### src/rtl/dtpb_pkg.sv
// ----------------------------------------------------------------------------
// dtpb_pkg
// Shared types, widths and register codes for the depth-to-point
// back-projection block.
// ----------------------------------------------------------------------------
`default_nettype none

package dtpb_pkg;

    // Field and datapath widths
    localparam int DEPTH_W  = 16;
    localparam int DIM_W    = 13;
    localparam int CENTER_W = 20;
    localparam int INV_W    = 24;
    localparam int HALF_W   = 12;               // inverse focal length split in halves
    localparam int COORD_W  = 32;
    localparam int DIFF_W   = 24;               // |pos*256 - center| for MAX_DIM up to 65536
    localparam int MAG_W    = DIFF_W + DEPTH_W; // diff * depth
    localparam int PROD_W   = MAG_W + HALF_W;   // one partial product
    localparam int Q_W      = MAG_W + 1;        // rounded magnitude in Q.8
    localparam int FRAC_SH  = 24;               // Q.32 to Q.8
    localparam int QUEUE_DEPTH = 4;

    localparam int MAX_DIM_DEF = 4096;

    // Register indexes (byte address bits [4:2])
    localparam logic [2:0] REG_IMAGE_WIDTH  = 3'd0;
    localparam logic [2:0] REG_IMAGE_HEIGHT = 3'd1;
    localparam logic [2:0] REG_CENTER_X     = 3'd2;
    localparam logic [2:0] REG_CENTER_Y     = 3'd3;
    localparam logic [2:0] REG_INV_FOCAL_X  = 3'd4;
    localparam logic [2:0] REG_INV_FOCAL_Y  = 3'd5;

    // Register reset values
    localparam logic [DIM_W-1:0]    RST_IMAGE_WIDTH  = 13'd640;
    localparam logic [DIM_W-1:0]    RST_IMAGE_HEIGHT = 13'd400;
    localparam logic [CENTER_W-1:0] RST_CENTER_X     = 20'd82941;
    localparam logic [CENTER_W-1:0] RST_CENTER_Y     = 20'd51424;
    localparam logic [INV_W-1:0]    RST_INV_FOCAL_X  = 24'd41943;
    localparam logic [INV_W-1:0]    RST_INV_FOCAL_Y  = 24'd41943;

    // Saturation limits
    localparam logic [COORD_W-1:0] SAT_POS_VAL = 32'h7FFF_FFFF;
    localparam logic [COORD_W-1:0] SAT_NEG_VAL = 32'h8000_0000;

    typedef struct packed {
        logic [DEPTH_W-1:0] depth;
        logic               frame_start;
    } t_pixel;

    typedef struct packed {
        logic signed [COORD_W-1:0] point_x;
        logic signed [COORD_W-1:0] point_y;
        logic [DEPTH_W-1:0]        point_z;
        logic                      last_in_frame;
        logic                      saturated;
    } t_point;

    typedef struct packed {
        logic [DIM_W-1:0]    image_width;
        logic [DIM_W-1:0]    image_height;
        logic [CENTER_W-1:0] center_x;
        logic [CENTER_W-1:0] center_y;
        logic [INV_W-1:0]    inv_focal_x;
        logic [INV_W-1:0]    inv_focal_y;
    } t_cfg;

    // Classified pixel handed from the front end to the back end
    typedef struct packed {
        logic               last;
        logic [DEPTH_W-1:0] depth;
        logic               neg_x;
        logic [DIFF_W-1:0]  diff_x;
        logic               neg_y;
        logic [DIFF_W-1:0]  diff_y;
    } t_job;

    // Queue status seen by both sides
    typedef struct packed {
        logic full;
        logic empty;
    } t_qstat;

endpackage

`default_nettype wire

### src/rtl/dtpb_front.sv
// ----------------------------------------------------------------------------
// dtpb_front
// Accepts depth pixels, tracks raster position and classifies each pixel
// into sign and magnitude of its offsets from the principal point.
// ----------------------------------------------------------------------------
`default_nettype none

module dtpb_front #(
    parameter int MAX_DIM = dtpb_pkg::MAX_DIM_DEF
) (
    input  wire logic             i_clk,
    input  wire logic             i_rst_n,
    input  wire dtpb_pkg::t_cfg   i_cfg,
    input  wire logic             i_valid,
    input  wire dtpb_pkg::t_pixel i_pixel,
    output logic                  o_ready,
    input  wire dtpb_pkg::t_qstat i_qstat,
    output logic                  o_push,
    output dtpb_pkg::t_job        o_job
);

    localparam int CW = $clog2(MAX_DIM);
    localparam int EW = (CW + 1 > dtpb_pkg::DIM_W) ? CW + 1 : dtpb_pkg::DIM_W;

    logic [CW-1:0] r_col;
    logic [CW-1:0] r_row;
    logic [CW-1:0] n_col;
    logic [CW-1:0] n_row;
    logic [CW-1:0] col;
    logic [CW-1:0] row;
    logic [EW-1:0] w_eff;
    logic [EW-1:0] h_eff;
    logic [EW-1:0] col_inc;
    logic [EW-1:0] row_inc;
    logic          row_end;
    logic          col_end;

    // Clamp a dimension register to [1, MAX_DIM]
    function automatic logic [EW-1:0] eff_dim(input logic [dtpb_pkg::DIM_W-1:0] v);
        logic [EW-1:0] ext;
        ext = EW'(v);
        if (ext == '0) begin
            return EW'(1);
        end else if (ext > EW'(MAX_DIM)) begin
            return EW'(MAX_DIM);
        end
        return ext;
    endfunction

    // Split pos*256 - center into sign and magnitude
    function automatic logic [dtpb_pkg::DIFF_W:0] classify(
        input logic [CW-1:0]                 pos,
        input logic [dtpb_pkg::CENTER_W-1:0] center
    );
        logic [dtpb_pkg::DIFF_W-1:0] p;
        logic [dtpb_pkg::DIFF_W-1:0] c;
        p = dtpb_pkg::DIFF_W'({pos, 8'h00});
        c = dtpb_pkg::DIFF_W'(center);
        if (p < c) begin
            return {1'b1, c - p};
        end
        return {1'b0, p - c};
    endfunction

    assign o_ready = !i_qstat.full;
    assign o_push  = i_valid && !i_qstat.full;

    // Position of this pixel and end-of-row / end-of-frame checks
    always_comb begin
        w_eff   = eff_dim(i_cfg.image_width);
        h_eff   = eff_dim(i_cfg.image_height);
        col     = i_pixel.frame_start ? '0 : r_col;
        row     = i_pixel.frame_start ? '0 : r_row;
        col_inc = EW'(col) + EW'(1);
        row_inc = EW'(row) + EW'(1);
        row_end = (col_inc >= w_eff);
        col_end = (row_inc >= h_eff);
        if (row_end) begin
            n_col = '0;
            n_row = col_end ? '0 : row_inc[CW-1:0];
        end else begin
            n_col = col_inc[CW-1:0];
            n_row = row;
        end
    end

    // Build the job for the back end
    always_comb begin
        o_job.last                 = row_end && col_end;
        o_job.depth                = i_pixel.depth;
        {o_job.neg_x, o_job.diff_x} = classify(col, i_cfg.center_x);
        {o_job.neg_y, o_job.diff_y} = classify(row, i_cfg.center_y);
    end

    // Advance raster counters per transaction
    always_ff @(posedge i_clk) begin
        if (!i_rst_n) begin
            r_col <= '0;
            r_row <= '0;
        end else if (o_push) begin
            r_col <= n_col;
            r_row <= n_row;
        end
    end

endmodule

`default_nettype wire

### config.mk
export PLATFORM = sky130hd
export DESIGN_NAME = dtpb_front
export DESIGN_NICKNAME = d
export VERILOG_FILES = /design/src/rtl/dtpb_pkg.sv /design/src/rtl/dtpb_front.sv
export SDC_FILE = /design/constraint.sdc
export NUM_CORES = 1
export LEC_CHECK = 0
export ABC_AREA = 0
export BUFFER_PORTS_ARGS = -buffer_cell sky130_fd_sc_hd__buf_2
export CORE_MARGIN = 2
export CORE_UTILIZATION = 51
export CTS_CLUSTER_DIAMETER = 40
export DETAILED_ROUTE_END_ITERATION = 8
export HOLD_SLACK_MARGIN = 0.1
export PLACE_DENSITY_LB_ADDON = 0.05
export SYNTH_ARGS = -nofsm -noshare
export SYNTH_HDL_FRONTEND = slang
export SYNTH_SLANG_ARGS = --single-unit
### constraint.sdc
create_clock -name i_clk -period 4.8 [get_ports i_clk]
set_input_delay 0 -clock i_clk [delete_from_list [all_inputs] [get_ports i_clk]]
set_output_delay 0 -clock i_clk [all_outputs]
set_load 0.01 [all_outputs]
; Word-level counts from Yosys, hierarchy flattened
; Cells that the tools add are included.
[totals]
elab_cells = 40
inputBits = 136
ff_bits = 24
[classes]
add_sub_neg = 6
n_mux = 21
reduce_logical = 5
n_lt_le_gt_ge = 6
[op_table]
columns = cell, n
row1 = $mux W25, 4
row2 = $sub A20 B20 Y21, 4
row3 = $mux W13, 6
row4 = $mux W12, 5
row5 = $lt A20 B20 Y1, 2
row6 = $add A12 B1 Y13 const B, 2
row7 = $ge A13 B13 Y1, 2
row8 = $gt A13 B13 Y1 const B, 2
row9 = $logic_not A13 Y1, 2
row10 = $mux W1, 6
row11 = $logic_and A1 B1 Y1, 2
row12 = $logic_not A1 Y1, 1

; Logic depth before layout (Yosys ltp)
[depth]
ltp_word = 7
depth_mapped = 19
mapped_depth_nobuf = 16

; Worst setup path after synthesis
; Ideal clock, no wire load.
[synth_timing]
path_type = input to register
startpoint = input port i_pixel[0] (netlist bit)
endpoint = register r_row[0]
n_path_buf = 4
cell_stages = 18
slack_ns = 1.246
arrival_ns = 3.432
cell_sequence = buf_2 clkbuf_1 clkbuf_1 nor2b_1 ha_1 and4_1 and3_1 and3_1 xnor2_1 ha_1 a21o_1 a211o_1 a211oi_2 o211ai_1 nand2b_1 buf_6 nor4b_1 a311o_1
[synth_between]
elab_chain_len = 5
word_cells_on_any_way = 8
cone_classes = 2 x add/sub / 2 x order compare / 4 x mux
[synth_lines]
columns = element, line
row1 = start: declaration, dtpb_front.sv:15  ; input wire dtpb_pkg::t_pixel i_pixel,
row2 = $mux W12, dtpb_front.sv:73  ; row = i_pixel.frame_start ? '0 : r_row;
row3 = $add A12 B1 Y13, dtpb_front.sv:75  ; row_inc = EW'(row) + EW'(1);
row4 = $ge A13 B13 Y1, dtpb_front.sv:77  ; col_end = (row_inc >= h_eff);
row5 = $mux W12, dtpb_front.sv:80  ; n_row = col_end ? '0 : row_inc[CW-1:0];
row6 = $mux W12 (*), dtpb_front.sv:78  ; if (row_end) begin
row7 = end signal: assignment, dtpb_front.sv:102  ; r_row <= n_row;
row8 = end: declaration, dtpb_front.sv:26  ; logic [CW-1:0] r_row;
; Mark *: on every way between the ends. The rest lies on a longest branch, timed or not.
; A chain may end at the register's enable or synchronous reset.

==> results.md <==
- Power Density: approximately 110 mW/mm^2
- Fin nets: 996
- Final hold vios: 0
- Fmax: ~240 MHz
- Placed Area: 0.00555 mm^2
- Design Area, Final: ~0.0058 mm^2
- Die ar.: 0.0108 mm^2
- Slew HR: 0.537
- Post-synth EDFFs: 0
- Die span in y: between 100 and 150 um
- Post-DR wirelength/cell: around 14 um
- Syn. warnings: 0
- Layout Utilization: 0.591
- CTS tree: done
- Initial Util: 0.523
- Post-route insts no fill: 913
- Lkg Pwr: ~2.9 nW
- Hold WC Path Type: input port to flop
- Clock Skews: 0.934 ps
- CP Data Arrival Time: between 4000 and 5000 ps
- Count of different cell masters after synthesis: 73
- RSZ-0062 raised after global routing: false
- Largest net degree at the start of global routing: 31
- CTS root buf: clkbuf_8
- CTS H-Tree Depth: 1
- Fillers: roughly 940
- Final Slew Violations: 0
- 1st-iter DRT viols: 150
- Critical path fanouts, max: 14
- Area grow syn2layout: 13.0%
- Number of port buffers: between 100 and 150
- Multi-input logic area: 0.00404 mm^2
- 1st-pass router iterations: 5
- Startpoint Class: flop
- CTS Buffer Depth: 2
- Clk_lat worst skew: 270 ps
- Worst-path clk slew: roughly 80 ps
- Critical path class: flop to output port
- Via count: between 4,000 and 5,000
- Max-Cap Viols: 0
- Congestion Overflow GR: 0
- TritonCTS Buffers: 3
- Synthesis-stage register bit count: 24
- Tightest Pin Transition: 686 ps
- Routed WL: between 10 and 15 mm
- Mapped Avg Cell Area: roughly 7.4 um^2
- Async S/R FF share, synth: 0
- First-pass GRT wire length: ~21 mm
- CORE AREA: about 0.0097 mm^2
- DP HPWL: approximately 10 mm
- Storage element area: approximately 480 um^2
- Antenna violations before repair: 0
- Maximum vdd drop: 74.1 uV
- Vias in the first global route: 4,584
- Post-route ant nets: 0
- Die width: between 100 and 150 um
- Layout cells sized above 1: 0.192
- Placer Congestion: between 0.8 and 0.9
- ANT cells: 0
- Outcome: finished, final reports clean
- Count of final setup violators: 0
- Ports: roughly 210
- Syn Nets: 900
- Synth Flop Type: dfxtp_1
- Final min period: approximately 4100 ps
- Crit. End Element: output port
- Site Rows: 36
- Placed cell count: between 800 and 900
- Mapped Area: between 0.005 and 0.006 mm^2
- DRC violations left: 0
- Worst EP required: ~4800 ps
- Via-to-Cell Ratio: 5.42
- Syn Inst Count: roughly 690
- Post-synthesis sequential area ratio: 0.0944
- CTS resizes: 0
- Setup TNS: 0 ps
- Clock sink count: 24
- GRT Total Usage: 0.224
- Final period utilization: 0.852
routing by layer:
metal  routed length [um]  track usage  vias up
met4                  121       0.0512        0
met3                  637       0.0213        6
met1                 6270        0.317     2214
met2                 5510        0.367      155
li1                     -            -     2577
met5                    0            0        -
per-stage QoR:
stage,power (mW),setup WS [ps],hold slack [ps]
2_1_floorplan,0.393,1250,51.0
3_3_place_gp,0.469,973,0.119
3_5_place_dp,0.475,904,0.119
4_1_cts,0.607,719,137
5_1_grt,0.647,482,147
6_report,0.604,710,142
power breakdown:
group / leakage, nW / switching, mW / internal, mW
Combinational: 2.69 / 0.161 / 0.125
Clock: 0.0216 / 0.0618 / 0.0562
Sequential: 0.193 / 0.000545 / 0.200
cells by family after synthesis:
logic type / share of synthesized area
simple gates: 0.244
buf+inv: 0.112
compound gates: 0.248
fa+ha+maj: 0.195
flops: 0.0944
mux: 0.0121
xor+xnor: 0.0947
final timing paths:
path              slack [ps]                     end             startpoint  cells past startpoint
setup / recovery         710               o_job[66]  r_col[0]$_SDFFE_PN0P_                     15
hold reg to reg          460   r_col[7]$_SDFFE_PN0P_  r_col[7]$_SDFFE_PN0P_                      2
setup reg to reg         870  r_col[10]$_SDFFE_PN0P_  r_col[0]$_SDFFE_PN0P_                     15
hold / removal           140   r_col[7]$_SDFFE_PN0P_                i_rst_n                      2
state kept, by name, summed over array words and instances (netlist names):
register / flops
r_row: 12
r_col: 12
cell usage after synthesis, drive strengths merged, types with 3 or more instances:
library cell  instances  share of area
o21ai                22          0.022
ha                   76           0.19
a21o                 27          0.040
nor2                 34          0.025
a32o                  6          0.012
clkbuf               11         0.0081
a31oi                 6         0.0074
nor3                 10          0.015
buf                  38          0.056
o31ai                 9          0.015
nand3                26          0.026
a21oi                40          0.045
o21a                  3         0.0044
xor2                 15          0.026
nor2b                27          0.034
nand4                 7         0.0086
nor4                  5         0.0061
dfxtp                24          0.094
inv                  62          0.047
a211oi                6          0.012
a21boi               11          0.016
and2                  6         0.0074
mux2i                 5         0.0098
xnor2                40          0.069
o211ai                6         0.0098
a31o                  3         0.0069
nand2b               14          0.017
and3                 21          0.026
nand2                75          0.056
o22ai                 4         0.0049
a22o                  5         0.0086
and4                  4         0.0069
o21bai                9          0.013
area by class of cell:
cell class,instances,share of cell area
flip-flops and latches,24,0.0836
inverters,63,0.0424
repair buffers,140,0.136
multi-input cells,550,0.702
well taps,133,0.0289
clock buffers,3,0.00718
layout by cell type, fill, tap and decap left out, types with 6 or more instances in the layout:
cell and n:
a21boi_1 11, a21o_1 27, a21oi_1 35, a31oi_1 6, a32o_1 6, and2_1 6, and3_1 21, buf_2 123
dfxtp_1 24, dlygate4sd3_1 16, ha_1 76, inv_1 60, nand2_1 74, nand2b_1 14, nand3_1 26, nand4_1 7
nor2_1 34, nor2b_1 26, nor3_1 6, o21ai_0 10, o21ai_1 12, o21bai_1 9, o31ai_1 7, xnor2_1 40
xor2_1 15
worst max-delay path, cell delays in order (launching register included):
cell and delay [ps]:
dfxtp_1 340, nor2b_1 460, ha_1 300, and4_1 230, and3_1 210, and3_1 210
xnor2_1 180, ha_1 290, a21o_1 180, a211o_1 320, a211oi_2 200, o211ai_1 150
nand2b_1 280, buf_4 270, nor2b_1 70, buf_2 140
repair_timing:
| item | 4_1_cts | 5_1_grt |
|---|---|---|
| buffers inserted | 0 | 0 |
| hold endpoints to repair | 16 | 0 |
| hold buffers | 16 | 0 |
Power figures use the tool's default switching activity.
