===== src/rtl/dtpb_pkg.sv =====
// ----------------------------------------------------------------------------
// dtpb_pkg
// Shared types, widths and register codes for the depth-to-point
// back-projection block.
// ----------------------------------------------------------------------------
`default_nettype none

package dtpb_pkg;

    // Field and datapath widths
    localparam int DEPTH_W  = 16;
    localparam int DIM_W    = 13;
    localparam int CENTER_W = 20;
    localparam int INV_W    = 24;
    localparam int HALF_W   = 12;               // inverse focal length split in halves
    localparam int COORD_W  = 32;
    localparam int DIFF_W   = 24;               // |pos*256 - center| for MAX_DIM up to 65536
    localparam int MAG_W    = DIFF_W + DEPTH_W; // diff * depth
    localparam int PROD_W   = MAG_W + HALF_W;   // one partial product
    localparam int Q_W      = MAG_W + 1;        // rounded magnitude in Q.8
    localparam int FRAC_SH  = 24;               // Q.32 to Q.8
    localparam int QUEUE_DEPTH = 4;

    localparam int MAX_DIM_DEF = 4096;

    // Register indexes (byte address bits [4:2])
    localparam logic [2:0] REG_IMAGE_WIDTH  = 3'd0;
    localparam logic [2:0] REG_IMAGE_HEIGHT = 3'd1;
    localparam logic [2:0] REG_CENTER_X     = 3'd2;
    localparam logic [2:0] REG_CENTER_Y     = 3'd3;
    localparam logic [2:0] REG_INV_FOCAL_X  = 3'd4;
    localparam logic [2:0] REG_INV_FOCAL_Y  = 3'd5;

    // Register reset values
    localparam logic [DIM_W-1:0]    RST_IMAGE_WIDTH  = 13'd640;
    localparam logic [DIM_W-1:0]    RST_IMAGE_HEIGHT = 13'd400;
    localparam logic [CENTER_W-1:0] RST_CENTER_X     = 20'd82941;
    localparam logic [CENTER_W-1:0] RST_CENTER_Y     = 20'd51424;
    localparam logic [INV_W-1:0]    RST_INV_FOCAL_X  = 24'd41943;
    localparam logic [INV_W-1:0]    RST_INV_FOCAL_Y  = 24'd41943;

    // Saturation limits
    localparam logic [COORD_W-1:0] SAT_POS_VAL = 32'h7FFF_FFFF;
    localparam logic [COORD_W-1:0] SAT_NEG_VAL = 32'h8000_0000;

    typedef struct packed {
        logic [DEPTH_W-1:0] depth;
        logic               frame_start;
    } t_pixel;

    typedef struct packed {
        logic signed [COORD_W-1:0] point_x;
        logic signed [COORD_W-1:0] point_y;
        logic [DEPTH_W-1:0]        point_z;
        logic                      last_in_frame;
        logic                      saturated;
    } t_point;

    typedef struct packed {
        logic [DIM_W-1:0]    image_width;
        logic [DIM_W-1:0]    image_height;
        logic [CENTER_W-1:0] center_x;
        logic [CENTER_W-1:0] center_y;
        logic [INV_W-1:0]    inv_focal_x;
        logic [INV_W-1:0]    inv_focal_y;
    } t_cfg;

    // Classified pixel handed from the front end to the back end
    typedef struct packed {
        logic               last;
        logic [DEPTH_W-1:0] depth;
        logic               neg_x;
        logic [DIFF_W-1:0]  diff_x;
        logic               neg_y;
        logic [DIFF_W-1:0]  diff_y;
    } t_job;

    // Queue status seen by both sides
    typedef struct packed {
        logic full;
        logic empty;
    } t_qstat;

endpackage

`default_nettype wire


===== src/rtl/dtpb_back.sv =====
// ----------------------------------------------------------------------------
// dtpb_back
// Sequencer that scales each queued pixel by depth and inverse focal length,
// rounds to Q.8, saturates and presents the point in an output register.
// ----------------------------------------------------------------------------
`default_nettype none

module dtpb_back (
    input  wire logic             i_clk,
    input  wire logic             i_rst_n,
    input  wire dtpb_pkg::t_cfg   i_cfg,
    input  wire dtpb_pkg::t_qstat i_qstat,
    input  wire dtpb_pkg::t_job   i_job,
    output logic                  o_pop,
    output logic                  o_valid,
    input  wire logic             i_ready,
    output dtpb_pkg::t_point      o_point
);

    localparam int MAG_W  = dtpb_pkg::MAG_W;
    localparam int PROD_W = dtpb_pkg::PROD_W;
    localparam int HALF_W = dtpb_pkg::HALF_W;
    localparam int Q_W    = dtpb_pkg::Q_W;
    localparam int CW     = dtpb_pkg::COORD_W;

    typedef enum logic [2:0] {
        S_IDLE,
        S_HI,
        S_LO,
        S_FIN,
        S_SAT
    } t_state;

    t_state                       r_state;
    logic [MAG_W-1:0]             r_mag   [2];
    logic [PROD_W-1:0]            r_a     [2];
    logic [PROD_W-1:0]            r_b     [2];
    logic [Q_W-1:0]               r_q     [2];
    logic                         r_neg   [2];
    logic [dtpb_pkg::DEPTH_W-1:0] r_depth;
    logic                         r_last;
    logic                         r_out_valid;
    dtpb_pkg::t_point             r_point;

    logic [dtpb_pkg::INV_W-1:0]   inv      [2];
    logic [dtpb_pkg::DIFF_W-1:0]  diff     [2];
    logic                         neg_in   [2];
    logic [HALF_W-1:0]            mult_in  [2];
    logic [PROD_W-1:0]            prod     [2];
    logic [MAG_W-1:0]             mag_new  [2];
    logic [PROD_W:0]              lo_sum   [2];
    logic [Q_W-1:0]               q_new    [2];
    logic                         sat      [2];
    logic [CW-1:0]                coord    [2];
    logic                         out_free;

    assign out_free = !r_out_valid || i_ready;
    assign o_pop    = (r_state == S_IDLE) && !i_qstat.empty;

    // Per-axis datapath: one shared multiplier walks the partial products
    always_comb begin
        inv[0]    = i_cfg.inv_focal_x;
        inv[1]    = i_cfg.inv_focal_y;
        diff[0]   = i_job.diff_x;
        diff[1]   = i_job.diff_y;
        neg_in[0] = i_job.neg_x;
        neg_in[1] = i_job.neg_y;
        for (int i = 0; i < 2; i++) begin
            mag_new[i] = MAG_W'(diff[i]) * MAG_W'(i_job.depth);
            mult_in[i] = (r_state == S_HI) ? inv[i][2*HALF_W-1:HALF_W]
                                           : inv[i][HALF_W-1:0];
            prod[i]    = PROD_W'(r_mag[i]) * PROD_W'(mult_in[i]);
            // Round half away from zero: (a*2^12 + b + 2^23) >> 24
            lo_sum[i]  = (PROD_W+1)'({r_a[i][HALF_W-1:0], {HALF_W{1'b0}}})
                       + (PROD_W+1)'(r_b[i])
                       + (PROD_W+1)'(1 << (dtpb_pkg::FRAC_SH - 1));
            q_new[i]   = Q_W'(r_a[i][PROD_W-1:HALF_W])
                       + Q_W'(lo_sum[i][PROD_W:dtpb_pkg::FRAC_SH]);
            // Clip the magnitude, then apply the sign
            if (r_neg[i]) begin
                sat[i]   = (r_q[i] > Q_W'(dtpb_pkg::SAT_NEG_VAL));
                coord[i] = sat[i] ? dtpb_pkg::SAT_NEG_VAL : (CW'(0) - r_q[i][CW-1:0]);
            end else begin
                sat[i]   = (r_q[i] > Q_W'(dtpb_pkg::SAT_POS_VAL));
                coord[i] = sat[i] ? dtpb_pkg::SAT_POS_VAL : r_q[i][CW-1:0];
            end
        end
    end

    // Sequencer state and registered outputs
    always_ff @(posedge i_clk) begin
        if (!i_rst_n) begin
            r_state     <= S_IDLE;
            r_out_valid <= 1'b0;
        end else begin
            // Drop the point once taken, unless a new one replaces it
            if (r_out_valid && i_ready && (r_state != S_SAT)) begin
                r_out_valid <= 1'b0;
            end
            case (r_state)
                S_IDLE: begin
                    if (!i_qstat.empty) begin
                        for (int i = 0; i < 2; i++) begin
                            r_mag[i] <= mag_new[i];
                            r_neg[i] <= neg_in[i];
                        end
                        r_depth <= i_job.depth;
                        r_last  <= i_job.last;
                        r_state <= S_HI;
                    end
                end
                S_HI: begin
                    for (int i = 0; i < 2; i++) begin
                        r_a[i] <= prod[i];
                    end
                    r_state <= S_LO;
                end
                S_LO: begin
                    for (int i = 0; i < 2; i++) begin
                        r_b[i] <= prod[i];
                    end
                    r_state <= S_FIN;
                end
                S_FIN: begin
                    for (int i = 0; i < 2; i++) begin
                        r_q[i] <= q_new[i];
                    end
                    r_state <= S_SAT;
                end
                S_SAT: begin
                    // Hand off once the output register is free
                    if (out_free) begin
                        r_point.point_x       <= coord[0];
                        r_point.point_y       <= coord[1];
                        r_point.point_z       <= r_depth;
                        r_point.last_in_frame <= r_last;
                        r_point.saturated     <= sat[0] || sat[1];
                        r_out_valid           <= 1'b1;
                        r_state               <= S_IDLE;
                    end
                end
                default: begin
                    r_state <= S_IDLE;
                end
            endcase
        end
    end

    assign o_valid = r_out_valid;
    assign o_point = r_point;

endmodule

`default_nettype wire


===== config.mk =====
export PLATFORM = sky130hd
export DESIGN_NAME = dtpb_back
export DESIGN_NICKNAME = d
export VERILOG_FILES = /design/src/rtl/dtpb_pkg.sv /design/src/rtl/dtpb_back.sv
export SDC_FILE = /design/constraint.sdc
export NUM_CORES = 2
export LEC_CHECK = 0
export ABC_AREA = 0
export BUFFER_PORTS_ARGS = -buffer_cell sky130_fd_sc_hd__buf_4
export CELL_PAD_IN_SITES_DETAIL_PLACEMENT = 1
export CELL_PAD_IN_SITES_GLOBAL_PLACEMENT = 1
export CORE_UTILIZATION = 35
export DETAILED_ROUTE_END_ITERATION = 10
export GPL_TIMING_DRIVEN = 1
export PLACE_DENSITY_LB_ADDON = 0.1
export SETUP_SLACK_MARGIN = 0.1
export SLEW_MARGIN = 20
export SYNTH_ARGS = -nofsm -noshare
export SYNTH_HDL_FRONTEND = slang
export SYNTH_SLANG_ARGS = --single-unit

===== constraint.sdc =====
create_clock -name i_clk -period 9.5 [get_ports i_clk]
set_input_delay 0.95 -clock i_clk [delete_from_list [all_inputs] [get_ports i_clk]]
set_output_delay 0.95 -clock i_clk [all_outputs]
set_load 0.005 [all_outputs]

After elaboration in Yosys (flattened, before gate mapping)
Memories as Yosys holds them, arrays and structs flattened. Index checks and enable logic that the tools add are counted.

Register bits: 103. Bits in writable memories: 372. Input bits: 186. Output and inout port bits: 84. Word-level logic and storage cells: 78. Memories kept: 5.

Memories: r_a (words 2, width 52, rd ports 2, clocked after memory_dff 0, write ports 2, RTL line dtpb_back.sv:36) `logic [PROD_W-1:0] r_a [2];`; r_b (words 2, width 52, rd ports 2, clocked after memory_dff 0, write ports 2, RTL line dtpb_back.sv:37) `logic [PROD_W-1:0] r_b [2];`; r_q (words 2, width 41, rd ports 2, clocked after memory_dff 0, write ports 2, RTL line dtpb_back.sv:38) `logic [Q_W-1:0] r_q [2];`; r_mag (words 2, width 40, rd ports 2, clocked after memory_dff 0, write ports 2, RTL line dtpb_back.sv:35) `logic [MAG_W-1:0] r_mag [2];`; r_neg (words 2, width 1, rd ports 2, clocked after memory_dff 0, write ports 2, RTL line dtpb_back.sv:39) `logic r_neg [2];`.

Add/sub/neg operators: 8. $mul: 4. Magnitude comparators: 4. Equality and inequality tests: 7. Mux-type cells: 29. Bitwise gates (word level): 1. Reduce and logical (&&, ||, !) cells: 11.

Operator list (count): $mux 32 (6); $add 24x52->53 (2); $add 53x24->53 const B (2); $mul 40x12->52 (2); $add 40x29->41 (2); $gt 41x31->1 const B (2); $gt 41x32->1 const B (2); $mul 24x16->40 (2); $sub 1x32->32 const A (2); $mux 12 (2); $mux 1 (18); $pmux 3 s5 (1); $eq 3x2->1 const B (2); $mux 3 (2); $reduce_and 3->1 (2); $ne 2x2->1 const B (2); $eq 3x1->1 const B (1); $eq 3x3->1 const B (1); $logic_and 1x1->1 (3); $logic_not 3->1 (1); $ne 3x3->1 const B (1); $logic_not 1->1 (2); $logic_or 1x1->1 (2); $reduce_and 2->1 (1); $not 1->1 (1).

Longest topological paths before layout
Word-level depth: 5. Depth in mapped cells: 27. Gate-level depth less buffers: 25.

Least setup slack after synthesis
No wires, ideal clock.

Path type: input -> register. From: input port i_rst_n. To: register r_state[1]. Library setup time: 0.102 ns. Arrival: 8.744 ns. Data required time: 9.398 ns. Slack: 0.654 ns. Stages: 3. Buffers on the path: 0. Cells stage by stage: inv_1 nor3_1 or2_2.

RTL lines: from (decl) (RTL line dtpb_back.sv:10) `input wire logic i_rst_n,`; to (signal assigned) (RTL line dtpb_back.sv:93) `r_state <= S_IDLE;`; to (signal assigned) (RTL line dtpb_back.sv:109) `r_state <= S_HI;`; to (signal assigned) (RTL line dtpb_back.sv:116) `r_state <= S_LO;`; to (decl) (RTL line dtpb_back.sv:34) `t_state r_state;`.

==> results.yml <==
synth:
  async_reset_ff_share_pct: 0
  synth_area_mm2: 0.0750
  synth_seq_cells: 451
  ys.flop_type: "edfxtp_1"
  syn_inst: 8029
  ys_seq_area_share_pct: 18.0
  synth_area_leaders: "fa_1, edfxtp_1, ha_1"
  synthMuxAreaShare_pct: 0.390
  synthAdderAreaFrac_pct: 45.2
  syn_nets: 10100
  yosys.area_share.simple_pct: 15.8
  synth_top_area_cell: "fa_1"
  synth-edff-count: 447
  avgSynthCellArea_um2: 9.34
  synth_top_family_by_area: "adder cells"
  synth-xor-area-share_pct: 3.32
  ys_types: 79
  synth_compound_area_share_pct: 7.24
  synth_warnings: 0
  yosys.area.top_type_share_pct: 36.7
die:
  start_util_pct: 35.3
  core_mm2: 0.213
  num_rows: 169
  chipHeight_um: 465
  die_area_mm2: 0.216
  ios: 270
  dieWidth_um: 465
clocking:
  cts_sinks: 451
  cts_tree: "yes"
  postCtsSetupRepairBufs: 0
  htreeDepth: 2
  cts_resized: 0
  ctsHoldBuffers: 0
  cts_buffer_depth: 3
  worst_skew_pair.late_latency_ns: 0.70
  numCtsBuffers: 57
  root_buffer: "clkbuf_16"
  cts.reportedPaths.clkPinSlew_ns: 0.06
detailed_routing:
  route.antenna.remaining_nets: 0
  drtPass1Iterations: 5
  drc: 0
  vias: 53800
  viasPerCell: 4.97
  post_drt_wl_per_cell_um: 19.6
  routed_wl_um: 212000
  dr.first_iter.drc_count: 2312
timing:
  worst_pin_slew_ns: 1.20
  finalSetupViolations: 0
  finalHoldViolCount: 0
  min_period_over_period_pct: 89.8
  slew_headroom_pct: 20.3
  fin_tns_setup_ns: 0
  max_freq_mhz: 117
  finalMaxSlewViolations: 0
  period_needed_ns: 8.53
  rsz0062_at_grt: "no"
  hold-worst-slack_ns: 0.414
  fin_skew_ns: 0.0587
global_routing:
  gr-usage-all-layers_pct: 19.9
  grt_max_degree: 83
  grt_pass1_wl_um: 342000
  grt_pass1_vias: 59800
  antenna_found_initial: 0
  gr-total-overflow: 0
setup_path:
  cp_max_fo: 40
  cp_slowest_cell: "mux2_2"
  path_cells: "nand2b_1 -> nor2_4 -> buf_4 -> mux2_2 -> and2_1 -> fa_1 -> fa_1 -> fa_1 -> fa_1 -> inv_1 -> fa_1 -> inv_1 -> ha_1 -> o21a_1 -> o211ai_1 -> a311o_1 -> a2111oi_0 -> buf_4 -> o2111ai_1 -> a21oi_1 -> o21ai_0 -> a211oi_1"
  arrival_ns: 8.92
  r2r_cells: 22
  r2r_start: "r_state[0]"
  r2r_slack_ns: 0.97
  r2r-end: "r_a[0][96]"
  worst_ep_required_time_ns: 9.89
  cpMostUsedCell: "fa_1"
  endpoint_kind: "flip-flop"
  max_stage_delay_ns: 0.86
  start_kind: "flip-flop"
  path_class: "reg2reg"
hold_path:
  hold_class: "reg2reg"
  hold_start: "r_depth[3]"
  holdPathStages: 0
  hold_end: "o_point[5]"
final_layout:
  fillCellCount: 24400
  areaGrowthSynthToFinish_pct: 7.94
  drive_gt1_share_pct: 5.04
  fin_cells: 10800
  stdcell_area_mm2: 0.0810
  nNetsFinal: 10000
run:
  cap_violations: 0
placed_design:
  dp_hpwl_um: 166000
  place_area_mm2: 0.0790
  dp_cells: 10700
  place.gp.congestion: 0.810
  port_buffers: 202
status:
  run_status: "completed"
-- routing by layer --
layer	up-vias	track usage, %	routed length, um
met5	-	0	0
met4	0	2.84	2650
met3	161	1.66	6010
met2	737	32.3	96400
met1	28200	29.4	107000
li1	24600	-	-
-- sequential cells by signal, summed over array words and instances, names as in the netlist --
signal,flops
r_neg,2
o_valid,1
r_a,104
r_last,1
r_state,3
r_depth,16
o_point,82
r_b,80
r_q,82
r_mag,80
-- synth_stat cells (10+ instances only) --
cell type	number
xor2_1	91
nand3_1	82
or3_1	19
and2_1	514
mux2_2	26
edfxtp_1	447
a21o_1	153
xnor2_1	193
a21oi_1	211
nand4_1	50
nor2b_1	32
o21a_1	48
ha_1	510
o311ai_0	20
nand2b_1	38
o31ai_1	11
and4_1	15
nand2_1	1439
fa_1	1374
o311ai_1	26
nor3_1	70
a211oi_1	30
o41ai_1	19
and3_1	31
nor4_1	19
o21bai_1	29
nor2_1	181
or2_2	14
clkbuf_1	365
o211ai_1	18
a221oi_1	10
o21ai_0	137
a31oi_1	32
inv_1	1641
-- stage by stage --
step                util, %  setup WS [ns]
finish                 38.1          0.972
global placement       37.2           1.01
detailed placement     37.2          0.949
CTS                    38.1          0.858
floorplan                 -          0.654
global route           38.1          0.471
-- layout make-up --
class / count / area, um^2 / share of cell area (%)
clock buffer: 64 / 1450 / 1.79
clock inverter: 42 / 563 / 0.695
timing repair buffer: 241 / 1810 / 2.23
sequential: 451 / 13500 / 16.7
multi-input combinational: 5558 / 54000 / 66.6
tap: 2821 / 3530 / 4.36
antenna: 1 / 2.50 / 0.00309
inverter: 1642 / 6160 / 7.61
-- layout by cell type, fill, tap and decap left out, drive strengths merged, types with 30 or more instances in the layout --
cell / Yosys / layout
clkbuf: 365 / 64
nor2: 182 / 182
o311ai: 46 / 46
a21oi: 211 / 211
nor2b: 32 / 32
o21ai: 140 / 140
a21o: 153 / 153
buf: 13 / 241
xor2: 91 / 91
fa: 1374 / 1374
nand2b: 38 / 38
a211oi: 30 / 30
o21a: 48 / 48
edfxtp: 447 / 447
and2: 514 / 514
xnor2: 193 / 193
nor3: 72 / 72
and3: 31 / 31
nand3: 83 / 83
nand4: 50 / 50
inv: 1641 / 1646
ha: 510 / 510
a31oi: 32 / 32
nand2: 1441 / 1441
-- critical path, delay by kind of cell (launching register included) --
kind            cells  cell delay (ns)
compound gates      8             2.45
mux                 1             0.86
flops               1             0.42
simple gates        3             0.91
buf+inv             4             0.70
fa+ha+maj           6             2.81
-- cells by family after synthesis --
kind of cell / count (synthesis)
multiplexers: 26
flip-flops: 451
AO/OA/AOI/OAI: 819
adder cells (fa/ha/maj): 1884
AND/OR/NAND/NOR: 2545
XOR/XNOR: 284
buffers and inverters: 2020
-- worst max-delay path by stage --
stage / startpoint / to / depth (start not counted)
after floorplan: i_rst_n / r_state[1] / 3
after global placement: r_state[2] / r_a[0][96] / 24
after detailed placement: r_state[0] / r_a[0][96] / 22
after CTS: r_state[0] / r_a[0][96] / 22
after global routing: r_state[0] / r_b[0][102] / 25
final: r_state[0] / r_a[0][96] / 22
Power is left out: the tool's default activity adds up to more than one toggle a clock period on the data nets, which glitch-free logic cannot reach.
