--- src/rtl/dtpb_pkg.sv ---
// ----------------------------------------------------------------------------
// dtpb_pkg
// Shared types, widths and register codes for the depth-to-point
// back-projection block.
// ----------------------------------------------------------------------------
`default_nettype none

package dtpb_pkg;

    // Field and datapath widths
    localparam int DEPTH_W  = 16;
    localparam int DIM_W    = 13;
    localparam int CENTER_W = 20;
    localparam int INV_W    = 24;
    localparam int HALF_W   = 12;               // inverse focal length split in halves
    localparam int COORD_W  = 32;
    localparam int DIFF_W   = 24;               // |pos*256 - center| for MAX_DIM up to 65536
    localparam int MAG_W    = DIFF_W + DEPTH_W; // diff * depth
    localparam int PROD_W   = MAG_W + HALF_W;   // one partial product
    localparam int Q_W      = MAG_W + 1;        // rounded magnitude in Q.8
    localparam int FRAC_SH  = 24;               // Q.32 to Q.8
    localparam int QUEUE_DEPTH = 4;

    localparam int MAX_DIM_DEF = 4096;

    // Register indexes (byte address bits [4:2])
    localparam logic [2:0] REG_IMAGE_WIDTH  = 3'd0;
    localparam logic [2:0] REG_IMAGE_HEIGHT = 3'd1;
    localparam logic [2:0] REG_CENTER_X     = 3'd2;
    localparam logic [2:0] REG_CENTER_Y     = 3'd3;
    localparam logic [2:0] REG_INV_FOCAL_X  = 3'd4;
    localparam logic [2:0] REG_INV_FOCAL_Y  = 3'd5;

    // Register reset values
    localparam logic [DIM_W-1:0]    RST_IMAGE_WIDTH  = 13'd640;
    localparam logic [DIM_W-1:0]    RST_IMAGE_HEIGHT = 13'd400;
    localparam logic [CENTER_W-1:0] RST_CENTER_X     = 20'd82941;
    localparam logic [CENTER_W-1:0] RST_CENTER_Y     = 20'd51424;
    localparam logic [INV_W-1:0]    RST_INV_FOCAL_X  = 24'd41943;
    localparam logic [INV_W-1:0]    RST_INV_FOCAL_Y  = 24'd41943;

    // Saturation limits
    localparam logic [COORD_W-1:0] SAT_POS_VAL = 32'h7FFF_FFFF;
    localparam logic [COORD_W-1:0] SAT_NEG_VAL = 32'h8000_0000;

    typedef struct packed {
        logic [DEPTH_W-1:0] depth;
        logic               frame_start;
    } t_pixel;

    typedef struct packed {
        logic signed [COORD_W-1:0] point_x;
        logic signed [COORD_W-1:0] point_y;
        logic [DEPTH_W-1:0]        point_z;
        logic                      last_in_frame;
        logic                      saturated;
    } t_point;

    typedef struct packed {
        logic [DIM_W-1:0]    image_width;
        logic [DIM_W-1:0]    image_height;
        logic [CENTER_W-1:0] center_x;
        logic [CENTER_W-1:0] center_y;
        logic [INV_W-1:0]    inv_focal_x;
        logic [INV_W-1:0]    inv_focal_y;
    } t_cfg;

    // Classified pixel handed from the front end to the back end
    typedef struct packed {
        logic               last;
        logic [DEPTH_W-1:0] depth;
        logic               neg_x;
        logic [DIFF_W-1:0]  diff_x;
        logic               neg_y;
        logic [DIFF_W-1:0]  diff_y;
    } t_job;

    // Queue status seen by both sides
    typedef struct packed {
        logic full;
        logic empty;
    } t_qstat;

endpackage

`default_nettype wire

--- src/rtl/dtpb_queue.sv ---
// ----------------------------------------------------------------------------
// dtpb_queue
// Small flop-based FIFO of classified pixels between front and back end.
// ----------------------------------------------------------------------------
`default_nettype none

module dtpb_queue (
    input  wire logic            i_clk,
    input  wire logic            i_rst_n,
    input  wire logic            i_push,
    input  wire dtpb_pkg::t_job  i_data,
    input  wire logic            i_pop,
    output dtpb_pkg::t_job       o_data,
    output dtpb_pkg::t_qstat     o_stat
);

    localparam int DEPTH = dtpb_pkg::QUEUE_DEPTH;
    localparam int AW    = $clog2(DEPTH);

    dtpb_pkg::t_job r_mem [DEPTH];
    logic [AW-1:0]  r_wr_ptr;
    logic [AW-1:0]  r_rd_ptr;
    logic [AW:0]    r_count;
    logic           do_push;
    logic           do_pop;

    // Drop pushes into a full queue and pops from an empty one
    assign do_push = i_push && (r_count != (AW+1)'(DEPTH));
    assign do_pop  = i_pop && (r_count != '0);

    // Advance pointers and occupancy
    always_ff @(posedge i_clk) begin
        if (!i_rst_n) begin
            r_wr_ptr <= '0;
            r_rd_ptr <= '0;
            r_count  <= '0;
        end else begin
            if (do_push) begin
                r_wr_ptr <= r_wr_ptr + AW'(1);
            end
            if (do_pop) begin
                r_rd_ptr <= r_rd_ptr + AW'(1);
            end
            case ({do_push, do_pop})
                2'b10:   r_count <= r_count + (AW+1)'(1);
                2'b01:   r_count <= r_count - (AW+1)'(1);
                default: r_count <= r_count;
            endcase
        end
    end

    // Store entries
    always_ff @(posedge i_clk) begin
        if (do_push) begin
            r_mem[r_wr_ptr] <= i_data;
        end
    end

    assign o_data       = r_mem[r_rd_ptr];
    assign o_stat.full  = (r_count == (AW+1)'(DEPTH));
    assign o_stat.empty = (r_count == '0);

endmodule

`default_nettype wire

--- config.mk ---
export PLATFORM = sky130hd
export DESIGN_NAME = dtpb_queue
export DESIGN_NICKNAME = d
export VERILOG_FILES = /design/src/rtl/dtpb_pkg.sv /design/src/rtl/dtpb_queue.sv
export SDC_FILE = /design/constraint.sdc
export NUM_CORES = 1
export LEC_CHECK = 0
export BUFFER_PORTS_ARGS = -buffer_cell sky130_fd_sc_hd__clkbuf_2
export CAP_MARGIN = 10
export CORE_AREA = 2 2 188 190
export DETAILED_ROUTE_END_ITERATION = 16
export DIE_AREA = 0 0 190 192
export HOLD_SLACK_MARGIN = 0.15
export PLACE_DENSITY_LB_ADDON = 0.08
export SLEW_MARGIN = 20
export SYNTH_ARGS = -nofsm -noshare
export SYNTH_HDL_FRONTEND = slang
export SYNTH_SLANG_ARGS = --single-unit
--- constraint.sdc ---
create_clock -name i_clk -period 3.2 [get_ports i_clk]
set_input_delay 0.48 -clock i_clk [delete_from_list [all_inputs] [get_ports i_clk]]
set_output_delay 0.48 -clock i_clk [all_outputs]
set_load 0.01 [all_outputs]
== After elaboration in Yosys (flattened, before gate mapping) ==
Memories as Yosys holds them, arrays and structs flattened. A register that Yosys moved wholly into a read port is not among the register bits.
Index checks and enable logic that the tools add are counted.
W data, S select, Z words.

* Latch bits: 0
* Flip-flop bits (word level): 7
* Output and inout bits: 69
* Bits in writable memories: 268
* Word-level logic and storage cells: 22
* Memories: 1
* Bits in read-only memories: 0
* Input bits: 71

* Equal/unequal tests: 4
* Add/sub/neg operators: 4
* Mux-type cells: 5
* Multiply operators: 0
* Order comparisons: 0
* Bitwise logic cells: 0
* Shift-type cells: 0
* Reductions and logical operators: 5
* Divide/modulo/power cells: 0

{| class="wikitable"
|+ Memories
! name !! words !! width !! read ports !! clocked after Yosys merged registers in !! write ports !! RTL line !! RTL
|-
| r_mem || 4 || 67 || 1 || 1 || 1 || dtpb_queue.sv:20 || <nowiki>dtpb_pkg::t_job r_mem [DEPTH];</nowiki>
|}

{| class="wikitable"
|+ Operators by type and width
! operator !! number
|-
| $pmux W3 S2 || 1
|-
| $add A2 B1 Y2 const B || 2
|-
| $mux W2 || 2
|-
| $add A3 B1 Y3 const B || 1
|-
| $eq A3 B3 Y1 const B || 1
|-
| $logic_not A3 Y1 || 1
|-
| $ne A3 B3 Y1 const B || 1
|-
| $reduce_bool A3 Y1 || 1
|-
| $sub A3 B1 Y3 const B || 1
|-
| $eq A2 B1 Y1 const B || 1
|-
| $eq A2 B2 Y1 const B || 1
|-
| $logic_and A1 B1 Y1 || 2
|-
| $mux W1 || 2
|-
| $reduce_bool A2 Y1 || 1
|}

== Depth between registers and ports, before layout ==
Gate-level depths: netlist of run 1.

* Word-level depth: 4
* Depth in mapped cells: 10

== Least setup slack after synthesis of run 1 ==
Ideal clock, no wire load.

* Kind: reg2reg
* Start: register r_count[2]
* End: memory r_mem[2][0] (netlist name), enable pin
* Period minus slack after synthesis: 2.870 ns
* Cell stages (with the launch flop): 5
* Data required time: 2.768 ns
* Path slack: 0.330 ns
* Arrival: 2.438 ns
* Cell sequence: dfxtp_1 -> nor3b_1 -> nor2b_1 -> clkbuf_1 -> and2_1

* Cells in the longest elaborated chain, start to end: 4

{| class="wikitable"
|+ RTL lines
! element !! RTL line !! RTL
|-
| start: declaration || dtpb_queue.sv:23 || <nowiki>logic [AW:0] r_count;</nowiki>
|-
| start signal: assignment || dtpb_queue.sv:45 || <nowiki>2'b10: r_count <= r_count + (AW+1)'(1);</nowiki>
|-
| start signal: assignment || dtpb_queue.sv:46 || <nowiki>2'b01: r_count <= r_count - (AW+1)'(1);</nowiki>
|-
| start signal: assignment || dtpb_queue.sv:47 || <nowiki>default: r_count <= r_count;</nowiki>
|-
| $ne A3 B3 Y1 || dtpb_queue.sv:28 || <nowiki>assign do_push = i_push && (r_count != (AW+1)'(DEPTH));</nowiki>
|-
| $logic_and A1 B1 Y1 || dtpb_queue.sv:28 ||
|-
| $mux W1 || dtpb_queue.sv:54 || <nowiki>if (do_push) begin</nowiki>
|-
| $mux W1 (not written as such) || dtpb_queue.sv:55 || <nowiki>r_mem[r_wr_ptr] <= i_data;</nowiki>
|-
| end: declaration || dtpb_queue.sv:20 ||
|}

Every way passes these cells.

==> results.md, run 1 <==
* FF+latch count, synth at 277
* DR pass1 iterations at 4
* RR Startpoint: r_count[2]
* Number of buffers created by CTS at 31
* # diodes at 0
* Skew final at 22.42 ps
* Mean post-synth cell area at 25.23 µm²
* Largest net degree at the start of global routing at 41
* Post-CTS setup buffers at 0
* Leading area contributor after synthesis: edfxtp_1
* Rel. slew slack at 0.5494
* Initial Util at 0.2972
* Footprint of the multi-input gates at 1797 µm²
* Cell Area, Synth at 10,190 µm²
* CP Class: reg -> out
* WL per Instance at 19.86 µm
* DRT antenna net count at 0
* Fin. Hold Viols at 0
* Worst Min Path Start: i_data[31]
* NumNets Final at 702
* Top post-synthesis cells by area: edfxtp_1 (79%), mux4_2 (15%), dfxtp_1 (1.8%)
* Synth cell types at 26
* Post-CTS sizing at 0
* RD Place Congestion at 0.6755
* CTS tree: yes
* R2R cell count at 9
* Initial antenna violation count at 2
* Worst skew pair latency at 550 ps
* HPWL after DPL at 13,350 µm
* Chip width at 190 µm
* DRT iter0 DRCs at 290
* Placement Rows at 68
* Worst Hold Class: in -> reg
* Vias in the first global route at 5,262
* WHS Endpoint: r_mem[2][31]
* Critical path startpoint category: flip-flop
* Max VDD drop at 0.4474 mV
* RSZ-0062 raised after global routing: false
* Final Critical Period at 2754 ps
* GRT Total Usage at 0.1215
* # setup viols final at 0
* CP max FO at 20
* Total wire length at 21,940 µm
* Critical path endpoint category: output pin
* TritonCTS Sinks at 277
* Seq/Total Area, Yosys at 0.8074
* First-pass GRT wire length at 33,100 µm
* Max Clock Freq at 0.3631 GHz
* Synth warnings at 0
* CTS H-Tree Depth at 1
* Core area at 34,290 µm²
* Area share of the largest cell type after synthesis at 0.7897
* Max clock buf depth at 3
* Status: finished, final reports clean
* Hold path depth at 1
* Slack of the worst reg-to-reg path at 920 ps
* Setup TNS Final at 0 ps
* Leakage power at 4.367 nW
* Tightest Pin Transition at 676.0 ps
* DR vias at 4,817
* PortBufs at 139
* Max-cap violations at 0
* Grt total ovfl at 0
* Share of cells above drive strength 1 at 0.4123
* Via density at 4.359
* Crit share post-route at 0.8606
* Die area at 36,480 µm²
* Syn nets at 481
* Die span in y at 192 µm
* Syn Inst Count at 404
* Fin. max-slew vios at 0
* Final WS setup at 446.0 ps
* Reg2reg end: r_count[2]
* Boundary Pins at 140
* Area Growth Syn to Fin at 27.35%
* Dpl ws at 810.2 ps
* Pwr/cell area at 764.4 nW/µm²
* Sequential cell area at 8235 µm²
* CTS Root Cell: clkbuf_16
* Clock slew at reported path FFs at 60 ps
* Crit path DAT at 2270 ps
* Drc violations at 0
* Fillers at 3,140
* Req. time, crit path at 2720 ps
==> synth_stat cells <==
cell type / n
edfxtp_1: 268
mux4_2: 67
dfxtp_1: 9
nand2_1: 7
and2_1: 6
inv_1: 6
ha_1: 5
buf_12: 4
buf_2: 4
o21ai_0: 4
buf_1: 3
buf_4: 3
a21boi_0: 2
mux2i_1: 2
nor2b_1: 2
or3_1: 2
buf_6: 1
clkbuf_1: 1
clkbuf_2: 1
fa_1: 1
nor3_2: 1
nor3b_1: 1
o21ai_1: 1
or4bb_1: 1
xnor2_1: 1
xor2_1: 1
==> registers in the layout, summed over array words and instances (netlist names), named ones only <==
name,flops
r_mem,268
r_count,3
r_rd_ptr,2
r_wr_ptr,2
==> per-stage QoR <==
stage	cell area (µm²)	hold slack (ps)	power [mW]	cells	util
after floorplan	10190	453.3	5.939	404	-
after global placement	11510	464.9	6.741	995	0.3358
after detailed placement	11510	489.7	6.763	995	0.3358
after CTS	12980	150.8	10.13	1105	0.3785
after global routing	12980	155.1	10.40	1105	0.3785
final	12980	168.7	9.921	1105	0.3785
==> routing by layer <==
layer  up-vias  track usage  part of all wire
met1      2499       0.1636              0.44
li1       2155            -                 -
met3        36      0.02997             0.062
met5         -            0            0.0012
met2       123       0.1990              0.48
met4         4      0.02862             0.016
==> what timing repair did <==
action / in CTS / in global routing
hold buffers: 52 / 0
endpoints found under the setup margin: 0 / 0
hold endpoints to repair: 203 / 0
==> report_power, final <==
part           total [mW]  switching, mW  internal [mW]
logic                2.10           1.07           1.03
clock network        3.27           1.35           1.92
registers            4.56          0.188           4.37
total                9.92           2.60           7.32
==> cell usage in the layout (no fill, tap or decap), drive strengths merged <==
master and instances:
edfxtp 268, clkbuf 176, mux4 67, dlygate4sd3 52, clkinv 17, buf 14
dfxtp 9, nand2 7, inv 7, and2 6, ha 5, o21ai 5
nor2b 2, mux2i 2, or3 2, a21boi 2, bufinv 2, nor3 1
nor3b 1, xnor2 1, or4bb 1, xor2 1, fa 1, clkinvlp 1
==> worst max-delay path, cell delays in order, from the launching register on <==
cell,delay (ps)
dfxtp_4,660
buf_4,350
mux4_2,560
clkbuf_2,160
==> how the worst max path moves through the flow <==
stage / startpoint / end / slack (ps) / cells after the start
global placement: i_push / r_mem[2][6] / 870 / 4
CTS: flip-flop / o_data[16] / 330 / 3
detailed placement: i_push / r_mem[2][8] / 810 / 4
finish: flip-flop / o_data[16] / 450 / 3
global route: flip-flop / o_data[16] / 270 / 3
floorplan: r_count[2] / r_mem[2][0] / 330 / 4
==> layout make-up <==
cell class                 count  share of cell area
multi-input combinational    104              0.1384
clock inverter                21             0.01138
clock buffer                  37             0.06151
timing repair buffer         205              0.1086
inverter                       6            0.001735
tap                          455             0.04386
sequential                   277              0.6345
==> logic make-up (layout without fill, tap and decap cells) <==
kind of cell,Yosys count,count (layout),synth area share
DFF,277,277,0.8074
muxes,69,69,0.1500
buffers and inverters,23,269,0.01731
and+or+nand+nor,20,20,0.01154
AOI/OAI and AO/OA,7,7,0.003928
adders and majority gates,6,6,0.008103
xor gates and xnor gates,2,2,0.001719
Power figures use the tool's default switching activity.
==> run 2: changes to the inputs <==
--- a/config.mk
+++ b/config.mk
@@ -7,11 +7,12 @@
 export LEC_CHECK = 0
 export BUFFER_PORTS_ARGS = -buffer_cell sky130_fd_sc_hd__clkbuf_2
 export CAP_MARGIN = 10
-export CORE_AREA = 2 2 188 190
+export CORE_AREA = 2 2 154 156
 export DETAILED_ROUTE_END_ITERATION = 16
-export DIE_AREA = 0 0 190 192
+export DIE_AREA = 0 0 156 158
 export HOLD_SLACK_MARGIN = 0.15
 export PLACE_DENSITY_LB_ADDON = 0.08
+export RECOVER_POWER = 100
 export SLEW_MARGIN = 20
 export SYNTH_ARGS = -nofsm -noshare
 export SYNTH_HDL_FRONTEND = slang
==> run 2 against run 1 <==
Against the previous run:
- final cell count down 19%
- core utilization increased by 14 points
- critical endpoint is now o_data[59]
- first-iteration DRC count grew 3.4%
- critical path depth is the same
- clock power down 6%
==> results.md, run 2 (same netlist as run 1, synthesis figures left out) <==
* CP Class: reg -> out (unchanged)
* CTS Root Cell: clkbuf_16 (unchanged)
* NumNets Final at 657 (was 702)
* Pwr/cell area at 788.9 nW/µm² (was 764.4 nW/µm²)
* Rel. slew slack at 0.2432 (was 0.5494)
* Fin. max-slew vios at 0 (unchanged)
* CTS H-Tree Depth at 1 (unchanged)
* Max-cap violations at 0 (unchanged)
* CTS tree: yes (unchanged)
* DR pass1 iterations at 4 (unchanged)
* Drc violations at 0 (unchanged)
* Crit path DAT at 2380 ps (was 2270 ps)
* Grt total ovfl at 0 (unchanged)
* Final Critical Period at 2855 ps (was 2754 ps)
* Boundary Pins at 140 (unchanged)
* Crit share post-route at 0.8923 (was 0.8606)
* Status: finished, final reports clean (unchanged)
* Worst Hold Class: in -> reg (unchanged)
* Die span in y at 158 µm (was 192 µm)
* First-pass GRT wire length at 28,720 µm (was 33,100 µm)
* GRT Total Usage at 0.1548 (was 0.1215)
* Die area at 24,650 µm² (was 36,480 µm²)
* Post-Layout Cell Count at 893 (was 1,105)
* DRT iter0 DRCs at 300 (was 290)
* Chip width at 156 µm (was 190 µm)
* RD Place Congestion at 0.6820 (was 0.6755)
* Req. time, crit path at 2720 ps (about the same)
* Area Growth Syn to Fin at 17.94% (was 27.35%)
* WL per Instance at 20.99 µm (was 19.86 µm)
* Most common cell after layout, fill and taps aside: edfxtp_1 (unchanged)
* Number of buffers created by CTS at 29 (was 31)
* PortBufs at 139 (unchanged)
* RSZ-0062 raised after global routing: false (unchanged)
* Dpl cells at 830 (was 995)
* Skew final at 13.01 ps (was 22.42 ps)
* Core Util, Final at 0.5214 (was 0.3785)
* Top flop regs: r_mem: 268 flops, r_count: 3 flops (unchanged)
* Initial antenna violation count at 1 (was 2)
* Core area at 23,050 µm² (was 34,290 µm²)
* Leakage power at 3.731 nW (was 4.367 nW)
* Setup TNS Final at 0 ps (unchanged)
* Max FFs per register at 268 (unchanged)
* Share of cells above drive strength 1 at 0.2159 (was 0.4123)
* TritonCTS Sinks at 277 (unchanged)
* Total wire length at 18,740 µm (was 21,940 µm)
* # setup viols final at 0 (unchanged)
* Worst skew pair latency at 530 ps (was 550 ps)
* Max VDD drop at 0.6501 mV (was 0.4474 mV)
* Initial Util at 0.4421 (was 0.2972)
* Clock slew at reported path FFs at 60 ps (about the same)
* HPWL after DPL at 11,120 µm (was 13,350 µm)
* Most frequent cells in the layout: edfxtp_1 (268), clkbuf_1 (143), mux4_2 (67) (was edfxtp_1 (268), clkbuf_2 (139), mux4_2 (67))
* Vias in the first global route at 5,014 (was 5,262)
* DR vias at 4,642 (was 4,817)
* DRT antenna net count at 0 (unchanged)
* Total power at 9.482 mW (was 9.921 mW)
* Via density at 5.198 (was 4.359)
* Max Clock Freq at 0.3502 GHz (was 0.3631 GHz)
* Fin. Hold Viols at 0 (unchanged)
* Largest net degree at the start of global routing at 68 (was 41)
* Largest register by flop count: r_mem (unchanged)
* Placement Rows at 56 (was 68)
* Critical path startpoint category: flip-flop (unchanged)
* Post-CTS sizing at 0 (unchanged)
* WHS at 213.6 ps (was 168.7 ps)
* Max clock buf depth at 3 (unchanged)
* Critical path endpoint category: output pin (unchanged)
* Tightest Pin Transition at 1135 ps (was 676.0 ps)
* CP max FO at 39 (was 20)
## run 2: cell types whose count changed in the layout (fill, tap and decap cells not counted), moves of 5 or more
cell	previous run	this run
clkbuf_1	6	143
dlygate4sd3_1	52	9
buf_4	7	2
buf_12	7	2
clkinv_1	11	6
clkbuf_2	139	11
## run 2: report_power, final
group / switching [mW] / leakage (nW) / total (mW) / internal, mW
logic: 1.01 / 0.756 / 1.85 / 0.844
registers: 0.163 / 2.53 / 4.54 / 4.38
clock network: 1.26 / 0.441 / 3.08 / 1.82
total: 2.43 / 3.73 / 9.48 / 7.05
## run 2: final timing paths
kind                    start            to  slack (ps)  cells after the start
hold reg to reg   r_rd_ptr[0]   r_rd_ptr[0]         490                      2
hold / removal     i_data[17]  r_mem[2][17]         210                      1
setup reg to reg   r_count[2]  r_mem[3][62]         440                      4
setup / recovery    flip-flop    o_data[59]         340                      3
## run 2: worst max-delay path, cell delays in order, from the launching register on
cell      delay [ps]
dfxtp_2          900
buf_12           340
mux4_2           390
clkbuf_1         160
## run 2: metrics by stage
stage                     cell area (µm²)  setup slack [ps]
after global routing                12020             193.1
after global placement              11270             958.3
after detailed placement            11270             830.2
after floorplan                     10190             329.8
final                               12020             344.6
after CTS                           12240             413.7
## run 2: per-layer routing
layer / part of all wire / global-route usage / up-vias / wire length, µm
met5: 0 / 0 / - / 0
met4: 0.018 / 0.04194 / 0 / 333
met3: 0.057 / 0.03093 / 22 / 1065
met2: 0.51 / 0.2678 / 141 / 9523
met1: 0.42 / 0.2024 / 2403 / 7818
li1: - / - / 2076 / -
## run 2: timing repair
item / CTS / global route
endpoints found under the hold margin: 36 / 0
hold buffers: 9 / 0
buffers inserted: 0 / 0
## run 2: final cells by class
class / count / area, µm²
Timing Repair Buffer: 162 / 725.7
Inverter: 6 / 22.52
Clock inverter: 17 / 133.9
Sequential cell: 277 / 8233
Fill cell: 1863 / 11030
Antenna cell: 1 / 2.502
Multi-Input combinational cell: 104 / 1787
Tap cell: 290 / 362.8
Clock buffer: 36 / 752.0
==> run 3: changes to the inputs <==
--- a/config.mk
+++ b/config.mk
@@ -5,11 +5,12 @@
 export SDC_FILE = /design/constraint.sdc
 export NUM_CORES = 1
 export LEC_CHECK = 0
+export ABC_AREA = 1
 export BUFFER_PORTS_ARGS = -buffer_cell sky130_fd_sc_hd__clkbuf_2
 export CAP_MARGIN = 10
-export CORE_AREA = 2 2 154 156
+export CORE_AREA = 2 2 156 158
 export DETAILED_ROUTE_END_ITERATION = 16
-export DIE_AREA = 0 0 156 158
+export DIE_AREA = 0 0 158 160
 export HOLD_SLACK_MARGIN = 0.15
 export PLACE_DENSITY_LB_ADDON = 0.08
 export RECOVER_POWER = 100
==> run 3 against run 2 <==
Against the previous run:
- clock-buffer cell count grew 2
- non-clock buffer count grew 19
- routed wire length grew 21%
- final cell count grew 38%
- critical endpoint is now o_data[32]
- first-iteration DRC count grew 29%
- clock skew shrank 5.4 ps
- synthesized area grew 2.3%
- core utilization shrank 0.49 points
- register-to-register slack gained 360 ps
- die area grew 2.6%
==> results.md, run 3 <==
* Final Critical Period at 2917 ps (was 2855 ps)
* CP most frequent cell: clkbuf_2
* # diodes at 0 (was 1)
* NumNets Final at 963 (was 657)
* Rel. slew slack at 0.2030 (was 0.2432)
* First-pass GRT wire length at 34,670 µm (was 28,720 µm)
* Cell Area, Synth at 10,420 µm² (was 10,190 µm²)
* Crit share post-route at 0.9117 (was 0.8923)
* Count leader, synth: edfxtp_1 (unchanged)
* Fin. Hold Viols at 0 (unchanged)
* Max clock buf depth at 3 (unchanged)
* Worst skew pair latency at 530 ps (about the same)
* TritonCTS Sinks at 277 (unchanged)
* Top post-synthesis cells by area: edfxtp_1 (77%), o21ai_0 (6.4%), nor2_1 (5.2%) (was edfxtp_1 (79%), mux4_2 (15%), dfxtp_1 (1.8%))
* Initial antenna violation count at 2 (was 1)
* Grt total ovfl at 0 (unchanged)
* Final Cell Area at 12,300 µm² (was 12,020 µm²)
* Drc violations at 0 (unchanged)
* Synth warnings at 0 (unchanged)
* Most common cell after layout, fill and taps aside: edfxtp_1 (unchanged)
* Pwr/cell area at 764.3 nW/µm² (was 788.9 nW/µm²)
* Dpl ws at 946.9 ps (was 830.2 ps)
* CTS H-Tree Depth at 1 (unchanged)
* DR vias at 6,377 (was 4,642)
* Seq/Total Area, Yosys at 0.7894 (was 0.8074)
* DRT antenna net count at 0 (unchanged)
* Placement Rows at 57 (was 56)
* Most frequent cells in the layout: edfxtp_1 (268), nor2_1 (142), clkbuf_1 (137) (was edfxtp_1 (268), clkbuf_1 (143), mux4_2 (67))
* Top flop regs: r_mem: 268 flops, r_count: 3 flops (unchanged)
* PortBufs at 139 (unchanged)
* RSZ-0062 raised after global routing: false (unchanged)
* WHS at 209.2 ps (was 213.6 ps)
* Mean post-synth cell area at 14.52 µm² (was 25.23 µm²)
* CP max FO at 37 (was 39)
* # setup viols final at 0 (unchanged)
* Tightest Pin Transition at 1196 ps (was 1135 ps)
* Dpl cells at 1,154 (was 830)
* Reg2reg end: r_mem[3][39] (was r_mem[3][62])
* Max-cap violations at 0 (unchanged)
* Leading area contributor after synthesis: edfxtp_1 (unchanged)
* Syn nets at 795 (was 481)
* Synth cell types at 20 (was 26)
* Total wire length at 22,710 µm (was 18,740 µm)
* RD Place Congestion at 0.7233 (was 0.6820)
* Slack of the worst reg-to-reg path at 800 ps (was 440 ps)
* Critical path startpoint category: flip-flop (unchanged)
* Area Growth Syn to Fin at 18.04% (was 17.94%)
* Post-CTS sizing at 0 (unchanged)
* CTS tree: yes (unchanged)
* Area share of the largest cell type after synthesis at 0.7721 (was 0.7897)
* Fraction of registers with async set/reset at 0 (unchanged)
* Cell Area, Placed at 11,420 µm² (was 11,270 µm²)
* Max FFs per register at 268 (unchanged)
* Status: finished, final reports clean (unchanged)
* Max incr delay on CP at 820 ps (was 900 ps)
* Die area at 25,280 µm² (was 24,650 µm²)
* Req. time, crit path at 2720 ps (about the same)
* Vias in the first global route at 6,552 (was 5,014)
* Clock slew at reported path FFs at 60 ps (about the same)
* R2R cell count at 5 (was 4)
* GRT Total Usage at 0.1777 (was 0.1548)
* Skew final at 7.638 ps (was 13.01 ps)
* Final WS setup at 282.6 ps (was 344.6 ps)
* Commonest cells post-synth: edfxtp_1 (268), nor2_1 (144), o21ai_0 (133), o22ai_1 (67), inv_1 (18) (was edfxtp_1 (268), mux4_2 (67), dfxtp_1 (9), nand2_1 (7))
* Die span in y at 160 µm (was 158 µm)
* DR pass1 iterations at 4 (unchanged)
* Via density at 5.180 (was 5.198)
* Prevailing post-synth register cell: edfxtp_1 (unchanged)
* HPWL after DPL at 12,580 µm (was 11,120 µm)
* Number of flops mapped to enable cells by yosys at 268 (unchanged)
* CTS Root Cell: clkbuf_16 (unchanged)
* Chip width at 158 µm (was 156 µm)
* DRT iter0 DRCs at 386 (was 300)
* Max Clock Freq at 0.3428 GHz (was 0.3502 GHz)
* Slowest cell on crit path: dfxtp_2 (unchanged)
* Core Util, Final at 0.5165 (was 0.5214)
* WL per Instance at 18.45 µm (was 20.99 µm)
* Number of buffers created by CTS at 28 (was 29)
* Leakage power at 4.047 nW (was 3.731 nW)
* Fin. max-slew vios at 0 (unchanged)
* CP Class: reg -> out (unchanged)
* Critical-path cell list: inv_1 -> clkbuf_2 -> o21ai_0 -> o22ai_1 -> clkbuf_2 (was buf_12 -> mux4_2 -> clkbuf_1)
* Core area at 23,820 µm² (was 23,050 µm²)
* Boundary Pins at 140 (unchanged)
* FF+latch count, synth at 277 (unchanged)
* Critical path endpoint category: output pin (unchanged)
* Largest net degree at the start of global routing at 135 (was 68)
* Worst Hold Class: in -> reg (unchanged)
* Largest register by flop count: r_mem (unchanged)
* Max VDD drop at 0.4425 mV (was 0.6501 mV)
* Initial Util at 0.4375 (was 0.4421)
* Share of cells above drive strength 1 at 0.07497 (was 0.2159)
* Crit path DAT at 2440 ps (was 2380 ps)
* CP endpoint: o_data[32] (was o_data[59])
* Syn Inst Count at 718 (was 404)
* RR Startpoint: r_count[1] (was r_count[2])
* Post-Layout Cell Count at 1,231 (was 893)
[run 3: metrics by stage]
| step | setup TNS, ps | total power, mW |
|---|---|---|
| after floorplan | -195550 | 5.838 |
| after global placement | 0 | 6.609 |
| after detailed placement | 0 | 6.668 |
| after CTS | 0 | 9.637 |
| after global routing | 0 | 9.881 |
| final | 0 | 9.403 |
[run 3: repair_timing]
item / CTS / global route
hold endpoints to repair: 100 / 0
endpoints found under the setup margin: 0 / 0
hold buffers: 26 / 0
buffers inserted: 0 / 0
[run 3: layout make-up]
type                            count  area [µm²]
Multi-Input combinational cell    378        1844
Tap cell                          324       405.4
Timing Repair Buffer              181       915.9
Inverter                           20       80.08
Sequential cell                   277        8233
Clock buffer                       38       759.5
Fill cell                        2122       11520
Clock inverter                     13       65.06
[run 3: cells by family after synthesis]
kind of cell             share of synthesized area
AND/OR/NAND/NOR                            0.05966
flip-flops                                  0.7894
AO/OA/AOI/OAI                               0.1079
buffers and inverters                      0.03505
adder cells (fa/ha/maj)                   0.007923
[run 3: layer usage]
| metal | global-route usage | routed length [µm] | share of wire |
|---|---|---|---|
| met1 | 0.2289 | 9748 | 0.43 |
| met4 | 0.04054 | 378 | 0.017 |
| met3 | 0.04016 | 1387 | 0.061 |
| met5 | 0 | 25 | 0.0011 |
| met2 | 0.3071 | 11170 | 0.49 |
[run 3: worst min-delay path by stage]
stage,from,end,slack [ps],cells past startpoint
after detailed placement,r_wr_ptr[0],r_wr_ptr[0],510,2
after floorplan,r_rd_ptr[1],flip-flop,460,2
final,i_rst_n,r_count[2],210,3
after global routing,i_data[65],r_mem[0][65],200,1
after global placement,r_rd_ptr[1],flip-flop,480,2
after CTS,i_data[14],r_mem[2][14],150,1
[run 3: power by group]
part	internal, mW	switching, mW
sequential	4.32	0.103
clock	1.65	1.28
combinational	0.604	1.45
[run 3: critical path, delay by kind of cell, from the launching register on]
family                 cells  cell delay [ps]
DFF                        1              820
AOI/OAI and AO/OA          2              340
buffers and inverters      3              720
